## src/hw/rtl/cnv_fifo.sv

```systemverilog
// Short flip-flop queue between the request classifier and the datapath.
module cnv_fifo #(
  parameter int WIDTH = 8,
  parameter int DEPTH = 4
) (
  input  logic             clk,
  input  logic             rst_n,
  input  logic             push,
  input  logic [WIDTH-1:0] wr_data,
  output logic             full,
  input  logic             pop,
  output logic             valid,
  output logic [WIDTH-1:0] rd_data
);

  localparam int PW = $clog2(DEPTH);
  localparam int CW = $clog2(DEPTH + 1);

  logic [WIDTH-1:0] mem_r [DEPTH];
  logic [PW-1:0]    wr_ptr_r, wr_ptr_nxt;
  logic [PW-1:0]    rd_ptr_r, rd_ptr_nxt;
  logic [CW-1:0]    count_r, count_nxt;

  always_comb begin
    wr_ptr_nxt = wr_ptr_r;
    rd_ptr_nxt = rd_ptr_r;
    count_nxt  = count_r;
    if (push) begin
      wr_ptr_nxt = (wr_ptr_r == PW'(DEPTH - 1)) ? '0 : wr_ptr_r + PW'(1);
    end
    if (pop) begin
      rd_ptr_nxt = (rd_ptr_r == PW'(DEPTH - 1)) ? '0 : rd_ptr_r + PW'(1);
    end
    if (push && !pop) begin
      count_nxt = count_r + CW'(1);
    end else if (pop && !push) begin
      count_nxt = count_r - CW'(1);
    end
  end

  always_ff @(posedge clk) begin
    if (!rst_n) begin
      wr_ptr_r <= '0;
      rd_ptr_r <= '0;
      count_r  <= '0;
    end else begin
      wr_ptr_r <= wr_ptr_nxt;
      rd_ptr_r <= rd_ptr_nxt;
      count_r  <= count_nxt;
    end
  end

  always_ff @(posedge clk) begin
    if (push) begin
      mem_r[wr_ptr_r] <= wr_data;
    end
  end

  assign full    = (count_r == CW'(DEPTH));
  assign valid   = (count_r != '0);
  assign rd_data = mem_r[rd_ptr_r];

endmodule

```

## config.mk

```make
export PLATFORM = sky130hd
export DESIGN_NAME = cnv_fifo
export DESIGN_NICKNAME = d
export VERILOG_FILES = /design/src/hw/rtl/cnv_fifo.sv
export SDC_FILE = /design/constraint.sdc
export NUM_CORES = 1
export LEC_CHECK = 0
export BUFFER_PORTS_ARGS = -buffer_cell sky130_fd_sc_hd__buf_2
export CAP_MARGIN = 20
export CELL_PAD_IN_SITES_DETAIL_PLACEMENT = 1
export CELL_PAD_IN_SITES_GLOBAL_PLACEMENT = 1
export CORE_MARGIN = 1
export CORE_UTILIZATION = 47
export CTS_CLUSTER_SIZE = 20
export DETAILED_ROUTE_END_ITERATION = 16
export HOLD_SLACK_MARGIN = 0.03
export PLACE_DENSITY = 0.83
export RECOVER_POWER = 100
export SETUP_SLACK_MARGIN = 0.3
export SYNTH_ARGS = -nofsm -noshare
export SYNTH_HDL_FRONTEND = slang
export SYNTH_SLANG_ARGS = --single-unit
```

## constraint.sdc

```tcl
create_clock -name clk -period 2.16 [get_ports clk]
set_input_delay 0.54 -clock clk [delete_from_list [all_inputs] [get_ports clk]]
set_output_delay 0.54 -clock clk [all_outputs]
set_load 0.01 [all_outputs]
```

**Yosys cells after proc, flatten, opt, wreduce, memory -nomap -nowiden**

Memories as Yosys holds them, arrays and structs flattened. A register that Yosys moved wholly into a read port is not among the register bits.
Index checks and enable logic that the tools add are counted.

- Flip-flop bits (word level): 7
- Memory bits (writable): 32
- Input port bits: 12
- Output and inout port bits: 10
- Logic and storage cells: 25
- Memories kept: 1

Memories:

| memory | depth | bits a word | read ports | clocked after Yosys merged registers in | write ports | line | source |
|---|---|---|---|---|---|---|---|
| mem_r | 4 | 8 | 1 | 1 | 1 | 19 | `logic [WIDTH-1:0] mem_r [DEPTH];` |

- Add/subtract/negate cells: 4
- Eq/ne operators: 3
- Muxes and demuxes: 8
- Reductions and logical operators: 6

Operators by type and width:

| cell | number |
|---|---|
| $mux 2 | 4 |
| $mux 3 | 2 |
| $add 2x1->2 const B | 2 |
| $eq 2x2->1 const B | 2 |
| $add 3x1->3 const B | 1 |
| $eq 3x3->1 const B | 1 |
| $reduce_bool 3->1 | 1 |
| $sub 3x1->3 const B | 1 |
| $logic_and 1x1->1 | 2 |
| $logic_not 1->1 | 2 |
| $mux 1 | 2 |
| $reduce_bool 2->1 | 1 |

**Depth between registers and ports, before layout**

- Depth after elaboration: 4
- Gate-level depth with buffers: 7
- Mapped depth without buffers: 7

**Worst setup path before layout**

OpenSTA, ideal clock, no wires.

- Kind: input -> register
- Start: input pop
- End: register count_r[2]
- Setup time: 70 ps
- Arrival: 1,733 ps
- Required time: 2,090 ps
- Path slack: 357 ps
- Cell stages on the path: 7
- Path buffers: 0
- Cells stage by stage: inv_1 > ha_1 > inv_1 > fa_1 > xor2_1 > or3_1 > a21boi_1

- Longest elaborated chain between the ends: 3
- Elaborated cells on any way between the ends: 5
- Classes of those cells: 1 x mux; 4 x reduce/logical

Ends and longest elaborated chain:

| what | line | source |
|---|---|---|
| from (decl) | 11 | `input logic pop,` |
| $logic_not 1->1 | 34 | `if (push && !pop) begin` |
| $logic_and 1x1->1 | 34 |  |
| $mux 3 / $reduce_bool 2->1 (equally long branches) | n/a |  |
| to (signal assigned) | 49 | `count_r <= count_nxt;` |
| to (decl) | 22 | `logic [CW-1:0] count_r, count_nxt;` |

Several ways; a longest one is shown, not always the timed one.
A chain may end at the register's enable or synchronous reset.

==> out/metrics.cfg <==
[clock_tree]
clk_pin_slew_ns = 0.12
cts_sinks = 41
postCtsSetupBuffers = 0
ctsHoldBuffers = 0
cts_buffers = 5
cts_tree = done
root_buffer = clkbuf_4
worstSkewPairLatency_ns = 0.34
clk_path_buf_depth = 2
htreeDepth = 2

[route]
drt_iter0_drc = 29
num_vias = 796
drc = 0
routedWlPerCell_um = 18.0
firstDrtPassIters = 3
wirelength_um = 2840
routed_via_density = 5.04
drtAntennaViolNets = 0

[synth]
synth_top_area_frac = 0.594
synth_seq_area_share = 0.706
syn_area_per_cell_um2 = 18.8
synth.distinct_cells = 20
synth_common_cells = edfxtp_1, dfxtp_1, mux4_2, ha_1
synth_flop_cell = edfxtp_1
synth_edf_count = 32
syn_area_um2 = 1620
synth-seq-cells = 41
yosys_warnings = 0
yosys.area.top_type = edfxtp_1
yosysMostFrequentCell = edfxtp_1
netlist_instances = 86
synthArstFlopShare = 0
synthesis.nets = 105
yosys-top-cells-area = edfxtp_1, dfxtp_1, mux4_2

[timing]
hold_viol = 0
slew_viol_final = 0
setup_viol = 0
post-route-min-period_ns = 2.07
skew_ns = 0.0110
min_period_over_period = 0.958
rsz0062_at_grt = yes
final.setup.tns_ns = 0
max_freq_mhz = 483
slew_headroom = 0.597
tightest_slew_ns = 0.605

[floorplan]
core_area_um2 = 3150
die_x_um = 60.6
fp.dieH_um = 60.6
row_count = 20
floorplan.initialDensity = 0.513
dieArea_um2 = 3680
ios = 22

[layout]
antenna_cells = 0
drive_gt1_frac = 0.228
nets = 132
areaGrowthSynthToFinish_pct = 11.9

[worst_setup_path]
path_buf_inv = 2
cp_top_family = multiplexers
cpPeakStageDelay_ns = 0.52
crit_chain = buf_6, mux4_2, clkbuf_2
arrival_ns = 1.53
critPathKind = reg2out
cp-end-kind = output port
cpMaxStageDelayCell = mux4_2
cp_max_fo = 8
startpoint_type = flop
crit_required_ns = 1.62

[placement]
place_hpwl_um = 1970
portBuffers = 21
place_congestion = 0.653

[power_and_ir_drop]
power_mw = 1.47
ir_drop_uv = 434
power_density_nw_per_um2 = 813
power.leakage_nw = 0.636

[global_routing]
grt_max_degree = 13
antenna_found_initial = 0
grt_pass1_vias = 866
track_usage = 0.182
overflow = 0
grt_pass1_wl_um = 4330

[job]
drv_cap = 0

[hold_path]
hold_class = in2reg

[status]
status = finished, final reports clean

-- repair_timing --
item / 4_1_cts / 5_1_grt
setup endpoints to repair: 8 / 8
gates resized for setup: 7 / 3
endpoints found under the hold margin: 0 / 0
gates cloned: 0 / 0
-- metal layers --
metal | vias to the layer above | GRT usage | wire (um)
li1 | 379 | - | -
met5 | - | 0 | 0
met2 | 16 | 0.292 | 1460
met1 | 397 | 0.219 | 1220
met3 | 4 | 0.0661 | 105
met4 | 0 | 0.0877 | 51
-- area by class of cell --
type                            count  area, um2
Clock inverter                      2       10.0
Fill cell                         330       1340
Multi-Input combinational cell     39        444
Timing Repair Buffer               22        101
Tap cell                           44       55.1
Sequential cell                    41       1140
Clock buffer                        6       41.3
Inverter                            4       15.0
-- final timing paths --
kind,startpoint,to,slack (ns),cells after the start
worst max-delay path,flop,rd_data[4],0.09,3
worst min-delay path,wr_data[6],mem_r[2][6]$_DFFE_PP_,0.47,1
worst min register to register,count_r[2]$_SDFFE_PN0P_,count_r[2]$_SDFFE_PN0P_,0.56,2
worst max register to register,count_r[0]$_SDFFE_PN0P_,count_r[2]$_SDFFE_PN0P_,0.62,4
-- worst register-to-register path, delay by kind of cell (launching register included) --
kind / cells / cell delay (ns)
and+or+nand+nor: 1 / 0.30
adders and majority gates: 1 / 0.44
xor gates and xnor gates: 1 / 0.16
DFF: 1 / 0.37
AOI/OAI and AO/OA: 1 / 0.20
-- state kept, by name (all words and copies together), names as in the netlist, named ones only --
register  flops
count_r       3
rd_ptr_r      2
mem_r        32
wr_ptr_r      2
-- report_power, final --
group | internal (mW) | switching (mW)
logic | 0.0890 | 0.0952
clock network | 0.124 | 0.236
registers | 0.897 | 0.0293
total | 1.11 | 0.360
-- metrics by stage --
step	setup slack, ns	utilization	cells	hold WS, ns	instance area, um2
finish	0.0917	0.574	158	0.465	1810
global route	0.0285	0.574	158	0.461	1810
CTS	0.0768	0.587	158	0.395	1850
detailed placement	0.0597	0.561	150	0.522	1770
global placement	0.187	0.561	150	0.477	1770
floorplan	0.357	-	86	0.460	1620
-- cells in the final DEF, fill, tap and decap left out --
master    count
mux2i_1       4
fa_1          1
dfxtp_2       1
ha_1          6
edfxtp_1     32
o21ai_0       1
inv_1         4
nor2b_1       5
or3_1         2
xor2_1        1
nor3_1        1
buf_2         4
mux4_2        8
buf_6         1
o21a_1        1
nor2_1        1
clkinv_2      2
and2_1        1
clkbuf_4      5
dfxtp_1       8
and2_0        4
xnor2_1       1
clkbuf_2      5
a21boi_0      1
clkbuf_1     13
nor3b_1       1
-- kinds of logic (layout without fill, tap and decap cells) --
logic type | count (synthesis) | in the layout | share of synthesized area
AO/OA/AOI/OAI | 3 | 3 | 0.0124
XOR/XNOR | 2 | 2 | 0.0108
adder cells (fa/ha/maj) | 7 | 7 | 0.0588
buffers and inverters | 6 | 34 | 0.0193
flip-flops | 41 | 41 | 0.706
multiplexers | 12 | 12 | 0.136
AND/OR/NAND/NOR | 15 | 15 | 0.0565
Note: power is estimated with default switching activity, not from simulation.
