--- config.mk ---
export PLATFORM = sky130hd
export DESIGN_NAME = cnv_front
export DESIGN_NICKNAME = d
export VERILOG_FILES = /design/src/hw/rtl/cnv_pkg.sv /design/src/hw/rtl/cnv_front.sv
export SDC_FILE = /design/constraint.sdc
export NUM_CORES = 1
export LEC_CHECK = 0
export BUFFER_PORTS_ARGS = -buffer_cell sky130_fd_sc_hd__clkbuf_2
export CAP_MARGIN = 20
export CORE_MARGIN = 5
export CORE_UTILIZATION = 35
export DETAILED_ROUTE_END_ITERATION = 10
export PLACE_DENSITY_LB_ADDON = 0.25
export SETUP_SLACK_MARGIN = 0.15
export SLEW_MARGIN = 5
export SYNTH_ARGS = -nofsm -noshare
export SYNTH_HDL_FRONTEND = slang
export SYNTH_SLANG_ARGS = --single-unit
--- constraint.sdc ---
create_clock -name clk -period 8.6 [get_ports clk]
set_clock_uncertainty 0.15 [all_clocks]
set_input_delay 1.72 -clock clk [delete_from_list [all_inputs] [get_ports clk]]
set_output_delay 1.72 -clock clk [all_outputs]
set_load 0.02 [all_outputs]
--- src/hw/rtl/cnv_pkg.sv ---
// Shared types, widths and register codes of the 3x3 convolution block.
package cnv_pkg;

  localparam int MAX_SIDE_DEF = 1024;
  localparam int QUEUE_DEPTH  = 4;

  localparam int SIDE_W     = 11;
  localparam int UPPER_W    = 48;
  localparam int LOWER_W    = 24;
  localparam int CFG_DATA_W = 48;
  localparam int CFG_IDX_W  = 2;

  localparam int PIX_W  = 8;
  localparam int COEF_W = 8;
  localparam int NTAPS  = 9;
  localparam int PROD_W = 17;
  localparam int ROW_W  = 19;
  localparam int ACC_W  = 21;

  localparam logic [SIDE_W-1:0]       SIDE_RESET = 11'd1024;
  localparam logic signed [ACC_W-1:0] PIX_MAX    = 21'sd255;

  localparam logic [CFG_IDX_W-1:0] CFG_SIDE_LENGTH  = 2'd0;
  localparam logic [CFG_IDX_W-1:0] CFG_COEFFS_UPPER = 2'd1;
  localparam logic [CFG_IDX_W-1:0] CFG_COEFFS_LOWER = 2'd2;

  localparam logic CMD_PIXEL = 1'b0;
  localparam logic CMD_DRAIN = 1'b1;

  typedef logic [PIX_W-1:0] pix_t;

  typedef struct packed {
    logic command;
    pix_t pixel_in;
  } in_t;

  typedef struct packed {
    pix_t pixel_out;
    logic frame_end;
    logic run_end;
  } out_t;

  typedef struct packed {
    logic is_drain;
    logic fill;
    logic mid_bank;
    logic has_mid;
    logic has_top;
    logic emit_a;
    logic emit_b;
    logic seed;
    logic frame_end;
    pix_t pixel;
  } op_t;

endpackage

--- src/hw/rtl/cnv_front.sv ---
// Request classifier: frame position counters and datapath operation build.
module cnv_front #(
  parameter int MAX_SIDE = cnv_pkg::MAX_SIDE_DEF,
  localparam int SW = $clog2(MAX_SIDE + 1),
  localparam int AW = $clog2(MAX_SIDE)
) (
  input  logic           clk,
  input  logic           rst_n,
  input  logic           in_valid,
  output logic           in_ready,
  input  cnv_pkg::in_t   in_data,
  input  logic [SW-1:0]  side_eff,
  input  logic           restart,
  input  logic           q_full,
  output logic           push,
  output cnv_pkg::op_t   push_op,
  output logic [AW-1:0]  push_col
);

  logic [SW-1:0] row_r, row_nxt;
  logic [SW-1:0] col_r, col_nxt;
  logic [SW-1:0] drn_r, drn_nxt;
  logic [SW-1:0] n_m1;
  logic [SW-1:0] drn_p1;
  logic [SW-1:0] dcol;
  logic          accept;
  logic          is_pixel;
  logic          pix_ok;
  logic          drn_ok;

  assign in_ready = !q_full;
  assign accept   = in_valid && in_ready;
  assign is_pixel = (in_data.command == cnv_pkg::CMD_PIXEL);
  assign n_m1     = side_eff - SW'(1);
  assign pix_ok   = (row_r < side_eff) && (col_r < side_eff);
  assign drn_ok   = (row_r >= side_eff) && (drn_r < side_eff);
  assign drn_p1   = drn_r + SW'(1);
  assign dcol     = (drn_p1 < side_eff) ? drn_p1 : n_m1;
  assign push     = accept && (is_pixel ? pix_ok : drn_ok);

  always_comb begin
    row_nxt = row_r;
    col_nxt = col_r;
    drn_nxt = drn_r;
    if (restart) begin
      row_nxt = '0;
      col_nxt = '0;
      drn_nxt = '0;
    end else if (accept && is_pixel && pix_ok) begin
      if (col_r == n_m1) begin
        col_nxt = '0;
        row_nxt = row_r + SW'(1);
      end else begin
        col_nxt = col_r + SW'(1);
      end
    end else if (accept && !is_pixel && drn_ok) begin
      if (drn_r == n_m1) begin
        row_nxt = '0;
        col_nxt = '0;
        drn_nxt = '0;
      end else begin
        drn_nxt = drn_p1;
      end
    end
  end

  always_ff @(posedge clk) begin
    if (!rst_n) begin
      row_r <= '0;
      col_r <= '0;
      drn_r <= '0;
    end else begin
      row_r <= row_nxt;
      col_r <= col_nxt;
      drn_r <= drn_nxt;
    end
  end

  always_comb begin
    push_op.pixel = in_data.pixel_in;
    if (is_pixel) begin
      push_op.is_drain  = 1'b0;
      push_op.fill      = (col_r == '0);
      push_op.mid_bank  = ~row_r[0];
      push_op.has_mid   = (row_r >= SW'(1));
      push_op.has_top   = (row_r >= SW'(2));
      push_op.emit_a    = (row_r >= SW'(1)) && (col_r >= SW'(1));
      push_op.emit_b    = (row_r >= SW'(1)) && (col_r == n_m1);
      push_op.seed      = (row_r == n_m1) && (col_r == '0);
      push_op.frame_end = 1'b0;
      push_col          = col_r[AW-1:0];
    end else begin
      push_op.is_drain  = 1'b1;
      push_op.fill      = (drn_r == '0);
      push_op.mid_bank  = n_m1[0];
      push_op.has_mid   = 1'b1;
      push_op.has_top   = (side_eff >= SW'(2));
      push_op.emit_a    = 1'b1;
      push_op.emit_b    = 1'b0;
      push_op.seed      = 1'b0;
      push_op.frame_end = (drn_r == n_m1);
      push_col          = dcol[AW-1:0];
    end
  end

endmodule

* Yosys cells after proc, flatten, opt, wreduce, memory -nomap -nowiden
Index checks and enable logic that the tools add are counted.
** Storage, ports and cells
- Flip-flop bits (word level) :: 33
- Logic and storage cells :: 55
** Cells by class
- $add $sub $neg :: 4
- Magnitude comparators :: 9
- Eq/ne operators :: 4
- Mux-type cells :: 11
- Bitwise operators :: 4
- Reduce and logical (&&, ||, !) cells :: 20
** Operators with widths (number)
- 2-to-1 mux 11 bit :: 7
- less-than comparator 11 bit :: 4
- adder 11 x 1 -> 11 bit, second input constant :: 3
- == test 11 bit :: 3
- greater-or-equal comparator 11 x 1 -> 1 bit, second input constant :: 2
- greater-or-equal comparator 11 x 2 -> 1 bit, second input constant :: 2
- zero test 11 bit :: 2
- 2-to-1 mux 10 bit :: 2
- greater-or-equal comparator 11 bit :: 1
- logical AND 1 bit :: 11
- subtractor 11 x 1 -> 11 bit, second input constant :: 1
- 2-to-1 mux 9 bit :: 1
- NOT 1 bit :: 4
- AND reduction 2 bit :: 2
- nonzero test 2 bit :: 2
- AND reduction 3 bit :: 1
- != test 2 x 1 -> 1 bit, second input constant :: 1
- OR reduction 2 bit :: 1
- zero test 1 bit :: 1
- 2-to-1 mux 1 bit :: 1

* Longest topological paths before layout
- Depth after elaboration :: 6
- Gate-level depth with buffers :: 13

* Least setup slack after synthesis
Ideal clock, no wire load.
- Path type :: input-to-output
- From :: in side_eff[1]
- To :: out push_op[9] (netlist bit)
- Arrival :: 4.364 ns
- Slack :: 2.366 ns
- Stages on the path :: 9
- Cell sequence :: inv_1 > ha_1 > or3b_1 > buf_6 > nor3_1 > xnor2_1 > xor2_1 > o21ai_0 > a2111oi_0
** RTL lines
- start, declared :: RTL line cnv_front.sv:12 : input logic [SW-1:0] side_eff,
- end, declared :: RTL line cnv_front.sv:16 : output cnv_pkg::op_t push_op,

* Worst setup path in the final report
- From :: in side_eff[1]
- To :: out push_col[5]
** Between the ends
- Word-level cells in the longest chain between the ends :: 3
- Elaborated cells between the ends (all ways) :: 4
** RTL lines
- subtractor 11 x 1 -> 11 bit / less-than comparator 11 bit (equally long branches) :: RTL line cnv_front.sv:34, cnv_front.sv:38
- 2-to-1 mux 10 bit (*) :: RTL line cnv_front.sv:38 : assign dcol = (drn_p1 < side_eff) ? drn_p1 : n_m1;
- 2-to-1 mux 10 bit (*) :: RTL line cnv_front.sv:81 : if (is_pixel) begin
- end, declared :: RTL line cnv_front.sv:17 : output logic [AW-1:0] push_col
Mark *: on every way between the ends. The rest lies on a longest branch, timed or not.

==> impl_metrics.csv <==
group,metric,value,unit
global_route,grt.total_usage,18.9,%
routing,routed_wl,12600,um
finish,nets,585,
critical_path,worst-setup-path-type,"in2out",
global_route,grt_max_degree,27,
cts,cts_hold_buf,0,
logic_synthesis,ys_seq_area_share,16.8,%
power_and_ir_drop,max-vdd-ir-drop,65.0,uV
floorplanning,dieArea,13500,um^2
sta,finalHoldWorstSlack,386,ps
critical_path,crit_slowest_cell,"o21ai_0",
sta,tightest_slew,857,ps
global_route,antenna_found_initial,0,
routing,drt-vias-per-instance,5.79,
power_and_ir_drop,p_sw_share,28.3,%
critical_path,endpoint_kind,"primary output",
logic_synthesis,syn_area,3930,um^2
cts,cts.sinks,33,
power_and_ir_drop,leakage,0.00178,uW
cts,clockBufferDepth,2,
logic_synthesis,synth_edf_count,0,
placed_design,routabilityCongestion,0.970,
floorplanning,dieHeight,116,um
logic_synthesis,synthDistinctLibCells,63,
power_and_ir_drop,power.switching,119,uW
cts,cts_made_buffers,5,
status,status,"finished clean",
logic_synthesis,synth-seq-cells,33,
power_and_ir_drop,clkPwrFrac,46.7,%
sta,period_share,73.5,%
critical_path,crit_family,"compound AO/OA/AOI/OAI gates",
critical_path,worstSetupStartpointType,"input pin",
critical_path,cp_max_fo,9,
cts,clk_pin_slew,60,ps
finish,diodes,0,
global_route,grt_overflow_total,0,
logic_synthesis,synth_area_per_cell,7.90,um^2
finish,final_common_cell,"ha_1",
worst_hold_path,hold_class,"reg2reg",
logic_synthesis,async_flop_share,0,%
finish,most-common-layout-cells,"53 x ha_1, 39 x a21oi_1, 38 x clkbuf_2",
critical_path,cp.buffers_inverters,3,
sta,setup_viol,0,
run,cap_violations,0,
finish,drive_gt1_share,11.8,%
sta,timing.fmax,158,MHz
floorplanning,coreArea,10900,um^2
placed_design,io_buffers,37,
logic_synthesis,postSynthCellCount,498,
sta,rsz0062_at_grt,"no",
cts,cts_tree,"built",
routing,drt_iter0_markers,253,
routing,wl_per_cell,19.5,um
logic_synthesis,ys_warn_count,0,
critical_path,worstPathArrival,4450,ps
critical_path,max_stage_delay,590,ps
sta,setup_ws,2280,ps
global_route,grt_pass1_wl,19500,um
critical_path,path_cells,"clkbuf_2 > inv_1 > ha_1 > nor2b_1 > o21a_1 > o21a_1 > o2111ai_1 > a21boi_0 > o21ai_0 > and2_1 > o221ai_1 > clkbuf_2",
cts,cts_setup_buffers,0,
sta,setup_tns,0,ps
finish,syn_to_final_growth,8.69,%
floorplanning,die_w,116,um
power_and_ir_drop,p_int,301,uW
sta,hold_viol_final,0,
sta,slew_headroom,42.9,%
placed_design,dp_hpwl,9970,um
cts,cts_resized,0,
power_and_ir_drop,power_frac_comb,16.8,%
cts,clk_latency,280,ps
placed_design,pre_cts_slack,2030,ps
sta,period_minus_slack,6320,ps
floorplanning,start_util,36.0,%
logic_synthesis,synth_flop_cell,"dfxtp_1",
floorplanning,placementRows,38,
routing,ant_nets,0,
cts,cts_root_buf,"clkbuf_16",
routing,dr_total_vias,3755,
logic_synthesis,synth_fp_nets,576,
power_and_ir_drop,power_density,98.3,nW/um^2
cts,cts_max_level,2,
floorplanning,num_io_pins,54,
global_route,grt_pass1_vias,3426,
sta,finalMaxSlewViolations,0,
routing,first_pass_iters,5,
power_and_ir_drop,seq_power_share,36.5,%
critical_path,cp.required,6730,ps
routing,drc,0,
==> sequential cells by signal, summed over array words and instances, names as in the netlist <==
register / count
row_r: 11
col_r: 11
drn_r: 11
==> synth_stat cells, types with 3 or more instances <==
master	number	share of area, %
o21a_1	5	0.95
nor2_1	24	2.3
o2111ai_1	4	0.89
o21ai_0	23	2.9
o221ai_1	4	0.89
buf_4	9	1.7
or3_1	17	2.7
a211oi_1	3	0.57
and3_1	6	0.95
a311oi_1	5	1.1
dfxtp_1	33	17
nand4_1	15	2.4
a21oi_1	39	5.0
nor3_1	11	1.4
o31ai_1	3	0.57
nand3_1	17	2.2
or3b_2	3	0.67
xnor2_1	32	7.1
and2_1	7	1.1
a211o_1	3	0.67
nand2b_1	8	1.3
clkbuf_1	24	2.3
nor2b_1	7	1.1
ha_1	53	17
or4_1	3	0.57
xnor3_1	6	3.4
nor4_1	9	1.4
nand2_1	31	3.0
xor2_1	13	2.9
o311ai_0	3	0.67
inv_1	35	3.3
==> per-stage QoR <==
step / power (uW) / cell area (um^2) / utilization, % / cells
after floorplan: 210 / 3930 / - / 498
after global placement: 225 / 4110 / 37.6 / 639
after detailed placement: 226 / 4110 / 37.6 / 639
after CTS: 422 / 4270 / 39.0 / 647
after global routing: 435 / 4270 / 39.1 / 648
final: 420 / 4270 / 39.1 / 648
==> cell families after synthesis <==
kind of cell,count (synthesis),synth area share (%)
compound gates,114,19.0
xor+xnor,52,14.1
fa+ha+maj,53,16.9
buf+inv,72,8.14
flops,33,16.8
mux,2,0.509
simple gates,172,24.6
==> worst register-to-register path: cells and delay by family, from the launching register on <==
| family | cells | cell delay (ps) |
|---|---|---|
| AOI/OAI and AO/OA | 2 | 700 |
| and+or+nand+nor | 6 | 1940 |
| adders and majority gates | 1 | 330 |
| DFF | 1 | 370 |
==> path summary, 6_finish.rpt <==
kind | startpoint | to | slack [ps] | cells past startpoint
setup reg to reg | row_r[8] | col_r[7] | 5050 | 9
hold reg to reg | drn_r[5] | drn_r[5] | 390 | 2
hold / removal | drn_r[5] | drn_r[5] | 390 | 2
setup / recovery | side_eff[1] | push_col[5] | 2280 | 12
==> layout make-up <==
class,count,area (um^2)
fillers,1151,6660
flip-flops and latches,33,661
inverters,35,131
clock buffers,7,153
multi-input cells,393,2950
well taps,140,175
repair buffers,39,198
clock inverters,1,5.00
==> per-layer routing <==
| metal | part of all wire, % | GRT usage (%) | vias to the layer above |
|---|---|---|---|
| li1 | - | - | 1819 |
| met1 | 45 | 26.5 | 1761 |
| met2 | 45 | 29.8 | 158 |
| met3 | 8.0 | 3.50 | 17 |
| met4 | 2.1 | 5.49 | 0 |
| met5 | 0 | 0 | - |
==> power by group through the flow <==
stage / Clock (uW) / Combinational (uW) / Sequential [uW]
2_1_floorplan: 0 / 53.1 / 156
5_1_grt: 205 / 76.7 / 153
6_report: 196 / 70.7 / 153
4_1_cts: 199 / 69.9 / 153
3_3_place_gp: 0 / 68.3 / 157
3_5_place_dp: 0 / 69.2 / 157
(Power assumes the default switching activity.)
